===== config.mk =====
export PLATFORM = sky130hd
export DESIGN_NAME = banked_window_rect_copy_planner_top
export DESIGN_NICKNAME = d
export VERILOG_FILES = /design/src/rtl/core/wbrc_pkg.sv /design/src/rtl/core/banked_window_rect_copy_planner_top.sv /design/src/rtl/core/wbrc_div.sv /design/src/rtl/core/wbrc_dp.sv /design/src/rtl/core/wbrc_ctrl.sv
export VERILOG_INCLUDE_DIRS = /design/src /design/src/rtl/core
export SDC_FILE = /design/constraint.sdc
export NUM_CORES = 2
export LEC_CHECK = 0
export BUFFER_PORTS_ARGS = -buffer_cell sky130_fd_sc_hd__buf_4
export CELL_PAD_IN_SITES_DETAIL_PLACEMENT = 2
export CELL_PAD_IN_SITES_GLOBAL_PLACEMENT = 2
export CORE_ASPECT_RATIO = 1.4
export CORE_UTILIZATION = 45
export CTS_CLUSTER_DIAMETER = 30
export DETAILED_ROUTE_END_ITERATION = 10
export MAX_ROUTING_LAYER = met4
export PLACE_DENSITY_LB_ADDON = 0.1
export SLEW_MARGIN = 10
export SYNTH_ARGS = -nofsm -noshare
export SYNTH_HDL_FRONTEND = slang
export SYNTH_SLANG_ARGS = --single-unit

===== constraint.sdc =====
create_clock -name clk -period 21.6 [get_ports clk]
set_input_delay 2.16 -clock clk [delete_from_list [all_inputs] [get_ports clk]]
set_output_delay 2.16 -clock clk [all_outputs]
set_load 0.02 [all_outputs]

===== src/rtl/core/assert_macros.svh =====
// ----------------------------------------------------------------------------
// assert_macros.svh
// concurrent assertion helpers, empty when synthesizing
// ----------------------------------------------------------------------------
`ifndef ASSERT_MACROS_SVH
`define ASSERT_MACROS_SVH
`ifndef SYNTHESIS
// checked while out of reset
`define WBRC_ASSERT(name, clk_i, rstn_i, prop) \
	name: assert property (@(posedge clk_i) disable iff (!rstn_i) (prop)) \
		else $error("wbrc: check failed");
// checked at every edge, reset included
`define WBRC_ASSERT_ALWAYS(name, clk_i, prop) \
	name: assert property (@(posedge clk_i) (prop)) \
		else $error("wbrc: check failed");
`else
`define WBRC_ASSERT(name, clk_i, rstn_i, prop)
`define WBRC_ASSERT_ALWAYS(name, clk_i, prop)
`endif
`endif


===== src/rtl/core/wbrc_pkg.sv =====
// ----------------------------------------------------------------------------
// wbrc_pkg
// shared types and constants of the banked window rectangle copy planner
// ----------------------------------------------------------------------------
package wbrc_pkg;

	localparam int CFG_W      = 27;
	localparam int CFG_IDX_W  = 2;
	localparam int IN_DATA_W  = 64;
	localparam int OUT_DATA_W = 104;
	localparam int OUT_USER_W = 3;
	localparam int NUM_SLOTS  = 3;

	// offset divider
	localparam int DVD_W      = 31;
	localparam int DVS_W      = 27;
	localparam int DIV_CNT_W  = $clog2(DVD_W);

	localparam logic [14:0] MAX_SCREEN = 15'd16384;
	localparam logic [16:0] MAX_STRIDE = 17'd65536;
	localparam logic [26:0] MAX_APER   = 27'd67108864;

	localparam logic [14:0] RST_SCREEN_WIDTH  = 15'd640;
	localparam logic [14:0] RST_SCREEN_HEIGHT = 15'd480;
	localparam logic [16:0] RST_ROW_STRIDE    = 17'd640;
	localparam logic [26:0] RST_APERTURE      = 27'd65536;

	typedef enum logic [1:0] {
		REG_SCREEN_WIDTH  = 2'd0,
		REG_SCREEN_HEIGHT = 2'd1,
		REG_ROW_STRIDE    = 2'd2,
		REG_APERTURE_SIZE = 2'd3
	} cfg_reg_t;

	typedef enum logic [1:0] {
		ACT_SELECT = 2'd0,
		ACT_COPY   = 2'd1,
		ACT_NONE   = 2'd2
	} act_t;

	typedef struct packed {
		act_t        action;
		logic [29:0] bank;
		logic [29:0] source_offset;
		logic [25:0] window_offset;
		logic [14:0] length;
	} res_t;

	typedef struct packed {
		logic       cap;
		logic       plan;
		logic       mul;
		logic       offs;
		logic       fin;
		logic       emit;
		logic [1:0] idx;
		logic       last;
	} cmd_t;

	typedef struct packed {
		logic       need_div;
		logic       div_done;
		logic       out_free;
		logic [1:0] n;
	} sts_t;

endpackage


===== src/rtl/core/banked_window_rect_copy_planner_top.sv =====
// a row word is captured, then planned, then its result words leave the output register,
// one per cycle unless the output stalls; n results (1 to 3); no new word until all are out
// a start word passes the offset multiply and then a bit-serial divide of the byte offset
// by the aperture size (31 iterations); a start word that clips to nothing skips both
// reset: arst_n clears the controller, the planner state and the registers to defaults
// ----------------------------------------------------------------------------
// banked_window_rect_copy_planner_top
// plans banked window copies of a clipped 8 bpp shadow buffer rectangle
// ----------------------------------------------------------------------------
module banked_window_rect_copy_planner_top (
	input  logic                             clk,
	input  logic                             arst_n,
	input  logic                             cfg_we,
	input  logic [wbrc_pkg::CFG_IDX_W-1:0]   cfg_index,
	input  logic [wbrc_pkg::CFG_W-1:0]       cfg_data,
	input  logic                             s_axis_tvalid,
	output logic                             s_axis_tready,
	// left, top, right, bottom
	input  logic [wbrc_pkg::IN_DATA_W-1:0]   s_axis_tdata,
	// kind
	input  logic [0:0]                       s_axis_tuser,
	output logic                             m_axis_tvalid,
	input  logic                             m_axis_tready,
	// bank, source_offset, window_offset, length, zero pad
	output logic [wbrc_pkg::OUT_DATA_W-1:0]  m_axis_tdata,
	// action, rect_done
	output logic [wbrc_pkg::OUT_USER_W-1:0]  m_axis_tuser,
	output logic                             m_axis_tlast
);

	wbrc_pkg::cmd_t cmd;
	wbrc_pkg::sts_t sts;

	wbrc_ctrl u_ctrl (
		.clk           (clk),
		.arst_n        (arst_n),
		.s_axis_tvalid (s_axis_tvalid),
		.s_axis_tready (s_axis_tready),
		.sts           (sts),
		.cmd           (cmd)
	);

	wbrc_dp u_dp (
		.clk           (clk),
		.arst_n        (arst_n),
		.cfg_we        (cfg_we),
		.cfg_index     (cfg_index),
		.cfg_data      (cfg_data),
		.s_axis_tdata  (s_axis_tdata),
		.s_axis_tuser  (s_axis_tuser),
		.m_axis_tvalid (m_axis_tvalid),
		.m_axis_tready (m_axis_tready),
		.m_axis_tdata  (m_axis_tdata),
		.m_axis_tuser  (m_axis_tuser),
		.m_axis_tlast  (m_axis_tlast),
		.cmd           (cmd),
		.sts           (sts)
	);

endmodule


===== src/rtl/core/wbrc_div.sv =====
// ----------------------------------------------------------------------------
// wbrc_div
// restoring divider, one quotient bit per cycle
// ----------------------------------------------------------------------------
module wbrc_div (
	input  logic                        clk,
	input  logic                        arst_n,
	input  logic                        start,
	input  logic [wbrc_pkg::DVD_W-1:0]  dividend,
	input  logic [wbrc_pkg::DVS_W-1:0]  divisor,
	output logic                        done,
	output logic [wbrc_pkg::DVD_W-1:0]  quo,
	output logic [wbrc_pkg::DVS_W-1:0]  rem
);

	localparam int DVD_W = wbrc_pkg::DVD_W;
	localparam int DVS_W = wbrc_pkg::DVS_W;
	localparam int CNT_W = wbrc_pkg::DIV_CNT_W;

	logic [DVD_W-1:0] dvd_q;
	logic [DVS_W-1:0] rem_q;
	logic [DVS_W-1:0] rem_next;
	logic [DVS_W:0]   trial;
	logic             fit;
	logic [CNT_W-1:0] cnt_q;
	logic             busy_q;
	logic             done_q;

	assign trial    = {rem_q, dvd_q[DVD_W-1]};
	assign fit      = trial >= {1'b0, divisor};
	assign rem_next = fit ? DVS_W'(trial - {1'b0, divisor}) : trial[DVS_W-1:0];

	always_ff @(posedge clk or negedge arst_n) begin
		if (!arst_n) begin
			busy_q <= 1'b0;
			done_q <= 1'b0;
			cnt_q  <= '0;
		end else if (start) begin
			busy_q <= 1'b1;
			done_q <= 1'b0;
			cnt_q  <= '0;
		end else if (busy_q) begin
			cnt_q <= cnt_q + CNT_W'(1);
			if (cnt_q == CNT_W'(DVD_W - 1)) begin
				busy_q <= 1'b0;
				done_q <= 1'b1;
			end
		end else begin
			done_q <= 1'b0;
		end
	end

	always_ff @(posedge clk) begin
		if (start) begin
			dvd_q <= dividend;
			rem_q <= '0;
		end else if (busy_q) begin
			dvd_q <= {dvd_q[DVD_W-2:0], fit};
			rem_q <= rem_next;
		end
	end

	assign done = done_q;
	assign quo  = dvd_q;
	assign rem  = rem_q;

endmodule


===== src/rtl/core/wbrc_dp.sv =====
// ----------------------------------------------------------------------------
// wbrc_dp
// datapath: registers, clipping, offset math, row planning, output register
// ----------------------------------------------------------------------------
module wbrc_dp (
	input  logic                                clk,
	input  logic                                arst_n,
	input  logic                                cfg_we,
	input  logic [wbrc_pkg::CFG_IDX_W-1:0]      cfg_index,
	input  logic [wbrc_pkg::CFG_W-1:0]          cfg_data,
	input  logic [wbrc_pkg::IN_DATA_W-1:0]      s_axis_tdata,
	input  logic [0:0]                          s_axis_tuser,
	output logic                                m_axis_tvalid,
	input  logic                                m_axis_tready,
	output logic [wbrc_pkg::OUT_DATA_W-1:0]     m_axis_tdata,
	output logic [wbrc_pkg::OUT_USER_W-1:0]     m_axis_tuser,
	output logic                                m_axis_tlast,
	input  wbrc_pkg::cmd_t                      cmd,
	output wbrc_pkg::sts_t                      sts
);

	function automatic wbrc_pkg::res_t mk_copy(input logic [29:0] src,
		input logic [25:0] win, input logic [14:0] len);
		wbrc_pkg::res_t r;
		r               = '0;
		r.action        = wbrc_pkg::ACT_COPY;
		r.source_offset = src;
		r.window_offset = win;
		r.length        = len;
		return r;
	endfunction

	function automatic wbrc_pkg::res_t mk_select(input logic [29:0] bank);
		wbrc_pkg::res_t r;
		r        = '0;
		r.action = wbrc_pkg::ACT_SELECT;
		r.bank   = bank;
		return r;
	endfunction

	function automatic wbrc_pkg::res_t mk_none();
		wbrc_pkg::res_t r;
		r        = '0;
		r.action = wbrc_pkg::ACT_NONE;
		return r;
	endfunction

	// configuration
	logic [14:0] sw_q, sh_q;
	logic [16:0] stride_q;
	logic [26:0] aper_q;
	logic [14:0] w_eff, h_eff;
	logic [16:0] s_eff;
	logic [26:0] a_eff;

	// captured word
	logic               kind_q;
	logic signed [15:0] left_q, top_q, right_q, bottom_q;

	// planner state
	logic [29:0] cur_bank_q;
	logic [31:0] wpos_q;
	logic [30:0] spos_q;
	logic [14:0] row_bytes_q;
	logic [14:0] rows_left_q;
	logic [13:0] t_q, l_q;
	logic [30:0] prod_q;
	logic [30:0] off;

	wbrc_pkg::res_t res_q [wbrc_pkg::NUM_SLOTS];
	logic [1:0]     n_q;
	logic           done_q;

	// clipping
	logic [15:0]        l_c, t_c;
	logic signed [16:0] w_s, h_s, r_ext, b_ext, r_c, b_c;
	logic signed [17:0] wdiff, hdiff;
	logic               empty;
	logic               no_rows;

	// row planning
	logic [32:0]    row_sum;
	logic           row_cross;
	logic [26:0]    room;
	logic           room_gt_len;
	logic           has_a, has_c;
	logic [14:0]    len_a;
	logic [29:0]    bank_inc;
	wbrc_pkg::res_t copy_a, copy_c, sel;
	wbrc_pkg::res_t row_res [wbrc_pkg::NUM_SLOTS];
	logic [1:0]     row_n;
	logic [31:0]    row_wpos;
	logic [29:0]    row_bank;
	logic [30:0]    row_spos;

	// divider
	logic                        div_done;
	logic [wbrc_pkg::DVD_W-1:0]  div_quo;
	logic [wbrc_pkg::DVS_W-1:0]  div_rem;

	// output register
	logic           m_valid_q;
	wbrc_pkg::res_t out_res_q;
	logic           out_last_q;
	logic           out_done_q;

	always_ff @(posedge clk or negedge arst_n) begin
		if (!arst_n) begin
			sw_q     <= wbrc_pkg::RST_SCREEN_WIDTH;
			sh_q     <= wbrc_pkg::RST_SCREEN_HEIGHT;
			stride_q <= wbrc_pkg::RST_ROW_STRIDE;
			aper_q   <= wbrc_pkg::RST_APERTURE;
		end else if (cfg_we) begin
			case (cfg_index)
				wbrc_pkg::REG_SCREEN_WIDTH:  sw_q     <= cfg_data[14:0];
				wbrc_pkg::REG_SCREEN_HEIGHT: sh_q     <= cfg_data[14:0];
				wbrc_pkg::REG_ROW_STRIDE:    stride_q <= cfg_data[16:0];
				wbrc_pkg::REG_APERTURE_SIZE: aper_q   <= cfg_data;
				default: ;
			endcase
		end
	end

	assign w_eff = (sw_q > wbrc_pkg::MAX_SCREEN) ? wbrc_pkg::MAX_SCREEN : sw_q;
	assign h_eff = (sh_q > wbrc_pkg::MAX_SCREEN) ? wbrc_pkg::MAX_SCREEN : sh_q;
	assign s_eff = (stride_q > wbrc_pkg::MAX_STRIDE) ? wbrc_pkg::MAX_STRIDE : stride_q;
	assign a_eff = (aper_q > wbrc_pkg::MAX_APER) ? wbrc_pkg::MAX_APER :
		(aper_q == '0) ? 27'd1 : aper_q;

	always_ff @(posedge clk) begin
		if (cmd.cap) begin
			kind_q   <= s_axis_tuser[0];
			left_q   <= s_axis_tdata[15:0];
			top_q    <= s_axis_tdata[31:16];
			right_q  <= s_axis_tdata[47:32];
			bottom_q <= s_axis_tdata[63:48];
		end
	end

	// clip to the screen
	assign l_c   = left_q[15] ? 16'd0 : left_q;
	assign t_c   = top_q[15] ? 16'd0 : top_q;
	assign w_s   = $signed({2'b00, w_eff});
	assign h_s   = $signed({2'b00, h_eff});
	assign r_ext = $signed({right_q[15], right_q});
	assign b_ext = $signed({bottom_q[15], bottom_q});
	assign r_c   = (r_ext > w_s) ? w_s : r_ext;
	assign b_c   = (b_ext > h_s) ? h_s : b_ext;
	assign wdiff = {r_c[16], r_c} - $signed({2'b00, l_c});
	assign hdiff = {b_c[16], b_c} - $signed({2'b00, t_c});
	assign empty = wdiff[17] || (wdiff == 18'sd0) || hdiff[17] || (hdiff == 18'sd0);
	assign no_rows = rows_left_q == '0;

	// one row of copies
	always_comb begin
		row_sum     = {1'b0, wpos_q} + 33'(s_eff);
		row_cross   = row_sum >= 33'(a_eff);
		room        = (wpos_q < 32'(a_eff)) ? (a_eff - wpos_q[26:0]) : '0;
		room_gt_len = room > 27'(row_bytes_q);
		has_a       = room != '0;
		has_c       = 27'(row_bytes_q) > room;
		len_a       = (!row_cross || room_gt_len) ? row_bytes_q : room[14:0];
		bank_inc    = cur_bank_q + 30'd1;
		copy_a      = mk_copy(spos_q[29:0], wpos_q[25:0], len_a);
		copy_c      = mk_copy(spos_q[29:0] + 30'(room), 26'd0, row_bytes_q - room[14:0]);
		sel         = mk_select(bank_inc);
		row_res[0]  = copy_a;
		row_res[1]  = sel;
		row_res[2]  = copy_c;
		row_n       = 2'd1;
		if (row_cross) begin
			row_res[0] = has_a ? copy_a : sel;
			row_res[1] = has_a ? sel : copy_c;
			row_n      = 2'd1 + 2'(has_a) + 2'(has_c);
		end
		row_wpos = row_cross ? 32'(row_sum - 33'(a_eff)) : row_sum[31:0];
		row_bank = row_cross ? bank_inc : cur_bank_q;
		row_spos = spos_q + 31'(s_eff);
	end

	assign off = prod_q + 31'(l_q);

	always_ff @(posedge clk or negedge arst_n) begin
		if (!arst_n) begin
			cur_bank_q  <= '0;
			wpos_q      <= '0;
			spos_q      <= '0;
			row_bytes_q <= '0;
			rows_left_q <= '0;
		end else begin
			if (cmd.plan) begin
				if (!kind_q) begin
					if (empty) begin
						rows_left_q <= '0;
					end else begin
						row_bytes_q <= wdiff[14:0];
						rows_left_q <= hdiff[14:0];
					end
				end else if (!no_rows) begin
					wpos_q      <= row_wpos;
					cur_bank_q  <= row_bank;
					spos_q      <= row_spos;
					rows_left_q <= rows_left_q - 15'd1;
				end
			end
			if (cmd.offs) begin
				spos_q <= off;
			end
			if (cmd.fin) begin
				cur_bank_q <= div_quo[29:0];
				wpos_q     <= {6'd0, div_rem[25:0]};
			end
		end
	end

	always_ff @(posedge clk) begin
		if (cmd.plan && !kind_q) begin
			t_q <= t_c[13:0];
			l_q <= l_c[13:0];
		end
		if (cmd.mul) begin
			prod_q <= 31'(t_q) * 31'(s_eff);
		end
	end

	// result slots
	always_ff @(posedge clk or negedge arst_n) begin
		if (!arst_n) begin
			n_q    <= '0;
			done_q <= 1'b0;
		end else if (cmd.plan) begin
			if (!kind_q || no_rows) begin
				n_q    <= 2'd1;
				done_q <= 1'b1;
			end else begin
				n_q    <= row_n;
				done_q <= rows_left_q == 15'd1;
			end
		end else if (cmd.fin) begin
			n_q    <= 2'd1;
			done_q <= no_rows;
		end
	end

	always_ff @(posedge clk) begin
		if (cmd.plan) begin
			if (!kind_q || no_rows) begin
				res_q[0] <= mk_none();
			end else begin
				res_q <= row_res;
			end
		end else if (cmd.fin) begin
			res_q[0] <= mk_select(div_quo[29:0]);
		end
	end

	wbrc_div u_div (
		.clk      (clk),
		.arst_n   (arst_n),
		.start    (cmd.offs),
		.dividend (off),
		.divisor  (a_eff),
		.done     (div_done),
		.quo      (div_quo),
		.rem      (div_rem)
	);

	always_ff @(posedge clk or negedge arst_n) begin
		if (!arst_n) begin
			m_valid_q <= 1'b0;
		end else if (cmd.emit) begin
			m_valid_q <= 1'b1;
		end else if (m_axis_tready) begin
			m_valid_q <= 1'b0;
		end
	end

	always_ff @(posedge clk) begin
		if (cmd.emit) begin
			out_res_q  <= res_q[cmd.idx];
			out_last_q <= cmd.last;
			out_done_q <= done_q;
		end
	end

	assign sts.need_div = !kind_q && !empty;
	assign sts.div_done = div_done;
	assign sts.out_free = !m_valid_q || m_axis_tready;
	assign sts.n        = n_q;

	assign m_axis_tvalid = m_valid_q;
	assign m_axis_tdata  = {3'b000, out_res_q.length, out_res_q.window_offset,
		out_res_q.source_offset, out_res_q.bank};
	assign m_axis_tuser  = {out_done_q, out_res_q.action};
	assign m_axis_tlast  = out_last_q;

endmodule


===== src/rtl/core/wbrc_ctrl.sv =====
// ----------------------------------------------------------------------------
// wbrc_ctrl
// controller: sequences decode, offset math and result emission
// ----------------------------------------------------------------------------
`include "assert_macros.svh"

module wbrc_ctrl (
	input  logic            clk,
	input  logic            arst_n,
	input  logic            s_axis_tvalid,
	output logic            s_axis_tready,
	input  wbrc_pkg::sts_t  sts,
	output wbrc_pkg::cmd_t  cmd
);

	typedef enum logic [5:0] {
		ST_IDLE   = 6'b000001,
		ST_DECODE = 6'b000010,
		ST_MUL    = 6'b000100,
		ST_OFFS   = 6'b001000,
		ST_DIV    = 6'b010000,
		ST_EMIT   = 6'b100000
	} state_t;

	state_t     state_q, state_d;
	logic [1:0] idx_q, idx_d;
	logic       is_last;

	assign is_last = idx_q == 2'(sts.n - 2'd1);

	always_comb begin
		cmd           = '0;
		cmd.idx       = idx_q;
		cmd.last      = is_last;
		s_axis_tready = 1'b0;
		state_d       = state_q;
		idx_d         = idx_q;
		case (state_q)
			ST_IDLE: begin
				s_axis_tready = 1'b1;
				if (s_axis_tvalid) begin
					cmd.cap = 1'b1;
					state_d = ST_DECODE;
				end
			end
			ST_DECODE: begin
				cmd.plan = 1'b1;
				state_d  = sts.need_div ? ST_MUL : ST_EMIT;
			end
			ST_MUL: begin
				cmd.mul = 1'b1;
				state_d = ST_OFFS;
			end
			ST_OFFS: begin
				cmd.offs = 1'b1;
				state_d  = ST_DIV;
			end
			ST_DIV: begin
				if (sts.div_done) begin
					cmd.fin = 1'b1;
					state_d = ST_EMIT;
				end
			end
			ST_EMIT: begin
				if (sts.out_free) begin
					cmd.emit = 1'b1;
					if (is_last) begin
						idx_d   = '0;
						state_d = ST_IDLE;
					end else begin
						idx_d = idx_q + 2'd1;
					end
				end
			end
			default: begin
				idx_d   = '0;
				state_d = ST_IDLE;
			end
		endcase
	end

	always_ff @(posedge clk or negedge arst_n) begin
		if (!arst_n) begin
			state_q <= ST_IDLE;
			idx_q   <= '0;
		end else begin
			state_q <= state_d;
			idx_q   <= idx_d;
		end
	end

	`WBRC_ASSERT(a_emit_idx_range, clk, arst_n, (state_q == ST_EMIT) |-> (idx_q < sts.n))
	`WBRC_ASSERT(a_idle_idx_clear, clk, arst_n, (state_q == ST_IDLE) |-> (idx_q == 2'd0))
	`WBRC_ASSERT_ALWAYS(a_div_done_waited, clk, sts.div_done |-> (state_q == ST_DIV))

endmodule


==> impl_metrics.tcl <==
set metrics [dict create \
    htree_levels 4 \
    grt_use_total 0.3792 \
    synth_seq_cells 726 \
    drv_cap 0 \
    cts_buffers 148 \
    synthCells 4975 \
    synth.yosys.seq_area_share 0.4085 \
    required_ns 22.05 \
    rows 144 \
    rsz0062_at_grt "false" \
    path_buf_inv 2 \
    syn2layout_area_growth_pct 16.35 \
    yosys_warnings 0 \
    numPortBuffers 205 \
    cts_tree "yes" \
    root_buffer "clkbuf_16" \
    synth_edf_count 484 \
    slowest_stage "nor2b_2" \
    setup_viol 0 \
    path_delay_family "compound AO/OA/AOI/OAI gates" \
    clock-sinks 726 \
    power_leakage_nw 24.97 \
    path_class "register to register" \
    fillers 11124 \
    tightest_slew_ns 1.320 \
    dieHeight_um 396.8 \
    hold_viol_final 0 \
    synthArstFlopShare 0.2961 \
    dieArea_sq_um 112700 \
    grt_pass1_vias 47521 \
    core-area_sq_um 110300 \
    drc 0 \
    status "finished clean" \
    synth_ff_type "edfxtp_1" \
    grt_max_degree 102 \
    cp_common_cell "o21ai_0" \
    hold_ws_ns 0.5158 \
    critPathArrivalTime_ns 10.15 \
    syn_area_sq_um 50100 \
    wl_per_cell_um 30.59 \
    hold_buffers 0 \
    overflow 0 \
    via_per_inst 6.159 \
    p_per_area_nw_per_um2 191.6 \
    cts_resized 0 \
    critPathLaunchType "register" \
    finalCritPeriodShare 0.4489 \
    routabilityCongestion 0.9019 \
    fmax_mhz 103.1 \
    post_cts_buffers 0 \
    end_kind "register" \
    hp-class "register to register" \
    final_common_cell "nand2_1" \
    cts_buffer_depth 3 \
    hpwl_um 144600 \
    setup_tns_ns 0 \
    synth_area_per_cell_sq_um 10.07 \
    critical-path-max-stage-delay_ns 0.98 \
    final_cell_mix "nand2_1 (520), edfxtp_1 (484), inv_1 (387)" \
    vdd_drop_max_uv 121.1 \
    grt_pass1_wl_um 308600 \
    placed_area_sq_um 53200 \
    vias 41716 \
    die_w_um 284.0 \
    clk_pin_slew_ns 0.05 \
    start_util 0.4544 \
    routed_wl_um 207200 \
    first_pass_iters 5 \
    clk_latency_ns 0.80 \
    ys_types 94 \
    fin_worst_skew_ns 0.04354 \
    drive_above_1_share 0.1275 \
    fin_nets 5844 \
    crit_fanout 59 \
    final_area_sq_um 58290 \
    drv_slew 0 \
    max-slew-margin-rel 0.1137 \
    initialDrtViolationCount 2609 \
    fin_crit_ns 9.696 \
    cp_cell_sequence "nor4_1 > a41oi_1 > nor2b_2 > inv_1 > fa_1 > nor2b_1 > o31ai_1 > a31oi_1 > o21ai_1 > o21ai_0 > nand2_1 > xnor2_1 > ha_1 > a21oi_1 > o21ai_0 > a31oi_1 > o21ai_0 > a31oi_1 > o21a_1 > o211a_2 > buf_4 > nand2b_1 > a21o_1 > o21ai_0" \
    ant_nets 0 \
    design.portCount 209 \
    antenna_found_initial 6 \
]
[worst reg2reg max path, stage by stage (launching register included)]
cell	delay, ns
dfrtp_1	0.40
nor4_1	0.42
a41oi_1	0.50
nor2b_2	0.98
inv_1	0.20
fa_1	0.49
nor2b_1	0.19
o31ai_1	0.14
a31oi_1	0.39
o21ai_1	0.34
o21ai_0	0.55
nand2_1	0.13
xnor2_1	0.22
ha_1	0.34
a21oi_1	0.34
o21ai_0	0.15
a31oi_1	0.20
o21ai_0	0.10
a31oi_1	0.26
o21a_1	0.20
o211a_2	0.23
buf_4	0.57
nand2b_1	0.83
a21o_1	0.85
o21ai_0	0.34
[logic make-up after synthesis]
family,after synthesis,share of synthesized area
and+or+nand+nor,1569,0.1528
AOI/OAI and AO/OA,1037,0.1317
DFF,726,0.4085
xor gates and xnor gates,259,0.04528
adders and majority gates,559,0.1676
buffers and inverters,594,0.04575
other,1,0.00007485
muxes,230,0.04828
[final cells by class]
| type | count | area (sq um) | share of cell area |
|---|---|---|---|
| Tap cell | 1460 | 1827 | 0.03134 |
| Timing Repair Buffer | 263 | 1982 | 0.03400 |
| Sequential cell | 726 | 20470 | 0.3512 |
| Multi-Input combinational cell | 3657 | 27460 | 0.4710 |
| Clock inverter | 101 | 1165 | 0.01998 |
| Clock buffer | 172 | 3906 | 0.06701 |
| Antenna cell | 4 | 10.01 | 0.0001717 |
| Inverter | 390 | 1470 | 0.02522 |
[per-stage QoR]
step           worst slack [ns]  power [mW]  cells  utilization
2_1_floorplan             14.07       6.345   4977            -
3_3_place_gp              12.60       8.144   6496       0.4825
3_5_place_dp              12.20       8.466   6496       0.4825
4_1_cts                   11.89       11.11   6769       0.5285
5_1_grt                   11.21       11.71   6773       0.5287
6_report                  11.90       11.17   6773       0.5287
[routing by layer]
metal	share of wire	vias to the layer above	global-route usage	wire, um
li1	-	18009	-	-
met1	0.36	21538	0.3884	74580
met2	0.51	1488	0.6617	105800
met3	0.045	681	0.05448	9380
met4	0.084	0	0.2772	17410
met5	0	-	-	0
[synth_stat cells, drive strengths merged (87+ instances only)]
| library cell | instances | area [sq um] |
|---|---|---|
| clkbuf | 157 | 593.1 |
| xnor2 | 153 | 1340 |
| ha | 372 | 4654 |
| inv | 389 | 1460 |
| and2 | 181 | 1135 |
| nor2 | 331 | 1259 |
| fa | 187 | 3744 |
| mux2i | 143 | 1431 |
| mux2 | 87 | 987.2 |
| a21oi | 255 | 1280 |
| edfxtp | 484 | 14530 |
| dfrtp | 205 | 5130 |
| a21o | 105 | 788.3 |
| o21ai | 311 | 1560 |
| nand2 | 522 | 1959 |
| xor2 | 106 | 928.4 |
[power breakdown]
part / total (mW) / switching, mW / internal [mW] / leakage (nW)
sequential: 2.27 / 0.278 / 1.99 / 7.35
clock: 2.34 / 0.861 / 1.48 / 2.45
combinational: 6.56 / 4.28 / 2.28 / 15.2
[state kept, by name (all words and copies together) (netlist names), 15 cells and up]
signal and flops:
u_dp.bottom_q 16, u_dp.wpos_q 32, u_dp.aper_q 27, u_dp.m_axis_tdata 101
u_dp.right_q 16, u_dp.res_q 224, u_dp.row_bytes_q 15, u_dp.sh_q 15
u_dp.prod_q 31, u_dp.u_div.rem 27, u_dp.sw_q 15, u_dp.top_q 16
u_dp.stride_q 17, u_dp.left_q 16, u_dp.rows_left_q 15, u_dp.u_div.quo 31
u_dp.cur_bank_q 30, u_dp.spos_q 30
[path summary, 6_finish.rpt]
kind                       slack (ns)  depth (start not counted)          startpoint             endpoint
setup / recovery                11.90                         24   u_dp.stride_q[11]      u_dp.res_q[301]
hold / removal                   0.52                          2  u_dp.u_div.rem[20]   u_dp.u_div.rem[20]
setup reg to reg                11.90                         24   u_dp.stride_q[11]      u_dp.res_q[301]
hold reg to reg                  0.52                          2  u_dp.u_div.rem[20]   u_dp.u_div.rem[20]
max in group asynchronous       18.54                          2              arst_n      u_ctrl.idx_q[0]
min in group asynchronous        1.42                          1              arst_n  u_dp.rows_left_q[2]
(Power assumes the default switching activity.)
